### config.mk
export PLATFORM = sky130hd
export DESIGN_NAME = osps_ctrl
export DESIGN_NICKNAME = d
export VERILOG_FILES = /design/src/design/osps_pkg.sv /design/src/design/osps_ctrl.sv
export SDC_FILE = /design/constraint.sdc
export NUM_CORES = 1
export LEC_CHECK = 0
export BUFFER_PORTS_ARGS = -buffer_cell sky130_fd_sc_hd__buf_2
export CAP_MARGIN = 10
export CORE_AREA = 2 2 39 41
export CTS_CLUSTER_DIAMETER = 120
export DETAILED_ROUTE_END_ITERATION = 8
export DIE_AREA = 0 0 41 43
export GPL_TIMING_DRIVEN = 0
export SLEW_MARGIN = 5
export SYNTH_ARGS = -nofsm -noshare
export SYNTH_HDL_FRONTEND = slang
export SYNTH_SLANG_ARGS = --single-unit
### constraint.sdc
create_clock -name i_clk -period 1.5 [get_ports i_clk]
set_input_delay 0 -clock i_clk [delete_from_list [all_inputs] [get_ports i_clk]]
set_output_delay 0 -clock i_clk [all_outputs]
set_load 0.01 [all_outputs]
### src/design/osps_pkg.sv
`timescale 1ns / 1ps
// ----------------------------------------------------------------------------
// osps_pkg
// shared types and constants of the odd-only segmented prime sieve
// ----------------------------------------------------------------------------
package osps_pkg;

    localparam int unsigned SIEVE_SPAN_DEF = 4096;
    localparam int unsigned PRIME_W        = 32;
    localparam int unsigned CFG_W          = 64;
    localparam int unsigned WORD_W         = 64;
    localparam int unsigned IDX_W          = 5;

    // register indexes
    localparam logic REG_RANGE_START = 1'b0;
    localparam logic REG_RANGE_END   = 1'b1;

    typedef enum logic [3:0] {
        S_IDLE,
        S_SETUP,
        S_FILL,
        S_MOD,
        S_START,
        S_MARK_RD,
        S_MARK_WR,
        S_EMIT_RD,
        S_EMIT_OUT,
        S_ERR_OUT
    } t_state;

    // controller to datapath
    typedef struct packed {
        logic load_item;
        logic setup;
        logic fill_step;
        logic mod_start;
        logic start_calc;
        logic mark_rd;
        logic mark_wr;
        logic emit_rd;
        logic emit_out;
        logic err_out;
    } t_cmd;

    // datapath to controller
    typedef struct packed {
        logic range_bad;
        logic first;
        logic last;
        logic skip;
        logic fill_done;
        logic mod_done;
        logic mark_done;
        logic emit_done;
        logic out_busy;
    } t_status;

endpackage

### src/design/osps_ctrl.sv
`timescale 1ns / 1ps
// ----------------------------------------------------------------------------
// osps_ctrl
// sequencer for fill, start offset, marking walk and word emission
// ----------------------------------------------------------------------------
module osps_ctrl (
    input  logic               i_clk,
    input  logic               i_rst_n,
    input  logic               i_in_valid,
    output logic               o_in_ready,
    input  osps_pkg::t_status  i_status,
    output osps_pkg::t_cmd     o_cmd
);
    osps_pkg::t_state r_state, n_state;

    always_ff @(posedge i_clk) begin
        if (!i_rst_n) begin
            r_state <= osps_pkg::S_IDLE;
        end else begin
            r_state <= n_state;
        end
    end

    // next state
    always_comb begin
        n_state = r_state;
        unique case (r_state)
            osps_pkg::S_IDLE: begin
                if (i_in_valid) n_state = osps_pkg::S_SETUP;
            end
            osps_pkg::S_SETUP: begin
                if (i_status.range_bad) begin
                    n_state = i_status.last ? osps_pkg::S_ERR_OUT : osps_pkg::S_IDLE;
                end else if (i_status.first) begin
                    n_state = osps_pkg::S_FILL;
                end else begin
                    n_state = osps_pkg::S_MOD;
                end
            end
            osps_pkg::S_FILL: begin
                if (i_status.fill_done) n_state = osps_pkg::S_MOD;
            end
            osps_pkg::S_MOD: begin
                if (i_status.mod_done) n_state = osps_pkg::S_START;
            end
            osps_pkg::S_START: begin
                if (i_status.skip) begin
                    n_state = i_status.last ? osps_pkg::S_EMIT_RD : osps_pkg::S_IDLE;
                end else begin
                    n_state = osps_pkg::S_MARK_RD;
                end
            end
            osps_pkg::S_MARK_RD: begin
                if (i_status.mark_done) begin
                    n_state = i_status.last ? osps_pkg::S_EMIT_RD : osps_pkg::S_IDLE;
                end else begin
                    n_state = osps_pkg::S_MARK_WR;
                end
            end
            osps_pkg::S_MARK_WR:  n_state = osps_pkg::S_MARK_RD;
            osps_pkg::S_EMIT_RD: begin
                if (!i_status.out_busy) n_state = osps_pkg::S_EMIT_OUT;
            end
            osps_pkg::S_EMIT_OUT: begin
                n_state = i_status.emit_done ? osps_pkg::S_IDLE : osps_pkg::S_EMIT_RD;
            end
            osps_pkg::S_ERR_OUT: begin
                if (!i_status.out_busy) n_state = osps_pkg::S_IDLE;
            end
            default: n_state = osps_pkg::S_IDLE;
        endcase
    end

    // outputs
    always_comb begin
        o_cmd      = '0;
        o_in_ready = 1'b0;
        unique case (r_state)
            osps_pkg::S_IDLE: begin
                o_in_ready     = 1'b1;
                o_cmd.load_item = i_in_valid;
            end
            osps_pkg::S_SETUP:    o_cmd.setup      = 1'b1;
            osps_pkg::S_FILL:     o_cmd.fill_step  = 1'b1;
            osps_pkg::S_MOD:      o_cmd.mod_start  = 1'b0;
            osps_pkg::S_START:    o_cmd.start_calc = 1'b1;
            osps_pkg::S_MARK_RD:  o_cmd.mark_rd    = 1'b1;
            osps_pkg::S_MARK_WR:  o_cmd.mark_wr    = 1'b1;
            osps_pkg::S_EMIT_RD:  o_cmd.emit_rd    = 1'b1;
            osps_pkg::S_EMIT_OUT: o_cmd.emit_out   = 1'b1;
            osps_pkg::S_ERR_OUT:  o_cmd.err_out    = !i_status.out_busy;
            default: o_cmd = '0;
        endcase
        // kick the divider on entry to the remainder wait
        if (n_state == osps_pkg::S_MOD && r_state != osps_pkg::S_MOD) begin
            o_cmd.mod_start = 1'b1;
        end
    end
endmodule

==> flow_metrics.env <==
export IMPL_critPathMaxFanout=10
export IMPL_maxSlewViolCount=0
export IMPL_top_register="r_state"
export IMPL_dr_max_layer_used="met3"
export IMPL_timing_final_crit_period_ps=1376
export IMPL_port_buffer_count=22
export IMPL_arrival_ps=1380
export IMPL_grt_pass1_vias=440
export IMPL_setup_violations=0
export IMPL_tightest_slew_ps=299.9
export IMPL_path_class="reg -> out"
export IMPL_tns_ps=0
export IMPL_startpoint_type="register"
export IMPL_syn_area_sq_um=432.9
export IMPL_grt_antenna_before_repair=0
export IMPL_outcome="finished clean"
export IMPL_worstPathRequired_ps=1500
export IMPL_grt_max_degree=11
export IMPL_synth_avg_cell_area_sq_um=7.731
export IMPL_root_buffer="clkbuf_4"
export IMPL_pwr_density_cell_nw_per_um2=742.8
export IMPL_synth_fp_nets=68
export IMPL_area_growth_pct=36.13
export IMPL_routedLengthMet1_um=522
export IMPL_final_util=0.4259
export IMPL_finalCritPeriodShare=0.9177
export IMPL_diodes=0
export IMPL_finClkSkew_ps=1.270
export IMPL_cap_violations=0
export IMPL_start_util=0.3128
export IMPL_largest_reg_flops=4
export IMPL_grt_overflow=0
export IMPL_dp_cells=94
export IMPL_clk_latency_ps=230
export IMPL_grt_pass1_wl_um=1676
export IMPL_crit_chain="buf_4 > nor4_1 > and2_1 > buf_2"
export IMPL_drt_wl_total_um=1042
export IMPL_dieArea_sq_um=1763
export IMPL_holdWs_ps=103.4
export IMPL_cts_buffer_depth=2
export IMPL_ys_types=30
export IMPL_max_freq_mhz=726.5
export IMPL_cpPeakStageDelay_ps=340
export IMPL_fp_dieH_um=43
export IMPL_cts_sinks=4
export IMPL_rsz0062_at_grt="false"
export IMPL_min_path_type="in -> reg"
export IMPL_dp_final_hpwl_um=843.1
export IMPL_num_vias=480
export IMPL_syn_inst=56
export IMPL_ys_seq_area_frac=0.1850
export IMPL_drc_errors=0
export IMPL_yosys_warnings=0
export IMPL_end_kind="output pin"
export IMPL_core_sq_um=1384
export IMPL_leakagePower_uw=0.0002662
export IMPL_dr_pass1_iters=3
export IMPL_drtIter0Drc=4
export IMPL_relSlewSlack=0.7982
export IMPL_finalHoldViolCount=0
export IMPL_clkSlewWorstSetupHoldPaths_ps=30
export IMPL_num_io_pins=23
export IMPL_viasPerCell=4.948
export IMPL_dr_wl_met2_um=460
export IMPL_wl_per_cell_um=10.74
export IMPL_routabilityCongestion=0.7731
export IMPL_crit_family="simple AND/OR/NAND/NOR gates"
export IMPL_critPathBufInv=2
export IMPL_cts_max_level=1
export IMPL_rows=14
export IMPL_fin_cells=97
export IMPL_cp_slowest_cell="dfxtp_1"
export IMPL_top_regs="r_state x4"
export IMPL_drive_gt1_frac=0.4444
export IMPL_die_width_um=41
export IMPL_ant_nets=0
export IMPL_wl_met3_um=59
export IMPL_fill_cells=154
export IMPL_ir_worst_vdd_uv=344.0
export IMPL_cts_tree="yes"
export IMPL_ys_ff_latch=4
export IMPL_track_usage=0.1354
export IMPL_cts_buffers=3
export IMPL_layout_nets=95
cells by family after synthesis:
family          share of synthesized area
buf+inv                            0.1300
flops                              0.1850
mux                               0.04624
compound gates                     0.2283
simple gates                       0.4104
final timing paths:
path | slack, ps | endpoint | start | cells after the start
setup / recovery | 120 | o_cmd[9] | r_state[1] | 4
hold / removal | 100 | r_state[0] | i_rst_n | 3
setup reg to reg | 220 | r_state[0] | r_state[0] | 4
hold reg to reg | 730 | r_state[2] | r_state[0] | 3
area by class of cell:
type,instances,area (sq um),area share
Clock buffer,3,22.52,0.03822
Sequential cell,4,80.08,0.1359
Multi-Input combinational cell,43,296.5,0.5032
Timing Repair Buffer,22,110.1,0.1868
Inverter,5,18.77,0.03185
Buffer,4,41.29,0.07006
Tap cell,16,20.02,0.03397
through the flow:
| stage | instance area [sq um] | setup slack, ps | power, uW |
|---|---|---|---|
| after global placement | 563.0 | 172.5 | 309.7 |
| after floorplan | 432.9 | 254.5 | 250.3 |
| after global routing | 589.3 | 2.538 | 469.1 |
| after detailed placement | 563.0 | 181.2 | 309.4 |
| after CTS | 585.6 | 0.9386 | 443.8 |
| final | 589.3 | 123.5 | 437.7 |
synthesized netlist by cell type:
cell	number	area, sq um
nor2_1	6	22.52
inv_1	5	18.77
dfxtp_1	4	80.08
nand2_1	4	15.01
nor3_1	4	20.02
nand3_1	3	15.01
a21oi_1	2	10.01
buf_4	2	15.01
buf_6	2	22.52
mux2i_1	2	20.02
nand2b_1	2	12.51
o21ai_0	2	10.01
a211oi_2	1	12.51
a22oi_2	1	12.51
a31oi_1	1	6.260
a41oi_1	1	8.760
a41oi_2	1	16.27
and2_1	1	6.260
and4b_2	1	11.26
nand2b_2	1	8.760
nand3b_1	1	7.510
nand4_1	1	6.260
nor2_2	1	6.260
nor3b_1	1	7.510
nor4_1	1	6.260
nor4b_1	1	8.760
nor4b_4	1	23.77
o21ai_1	1	5.000
o2bb2ai_1	1	8.760
o31a_1	1	8.760
what timing repair did:
action	CTS	global route
buffers inserted	0	0
resized for setup	0	2
setup endpoints to repair	0	1
hold buffers	0	0
tightest hold or removal path, cell delays in order:
cell	delay [ps]
buf_2	90
nand2_1	130
a41oi_2	50
per-layer routing:
layer | vias up | track usage
met3 | 0 | 0.04712
met5 | - | 0
li1 | 253 | -
met1 | 213 | 0.1827
met4 | 0 | 0.03333
met2 | 14 | 0.2000
report_power, final:
part / switching [uW] / internal [uW]
sequential: 12.0 / 117
clock: 36.8 / 89.0
combinational: 98.0 / 85.0
total: 147 / 291
cells in the final DEF, fill, tap and decap left out, drive strengths merged, types with 2 or more instances in the layout:
cell type	n
buf	26
nand2b	3
nand3	3
nor4b	2
dfxtp	4
nand2	4
mux2i	2
nor2	7
a21oi	2
inv	5
o21ai	3
a41oi	2
clkbuf	3
nor3	4
Power figures use the tool's default switching activity.
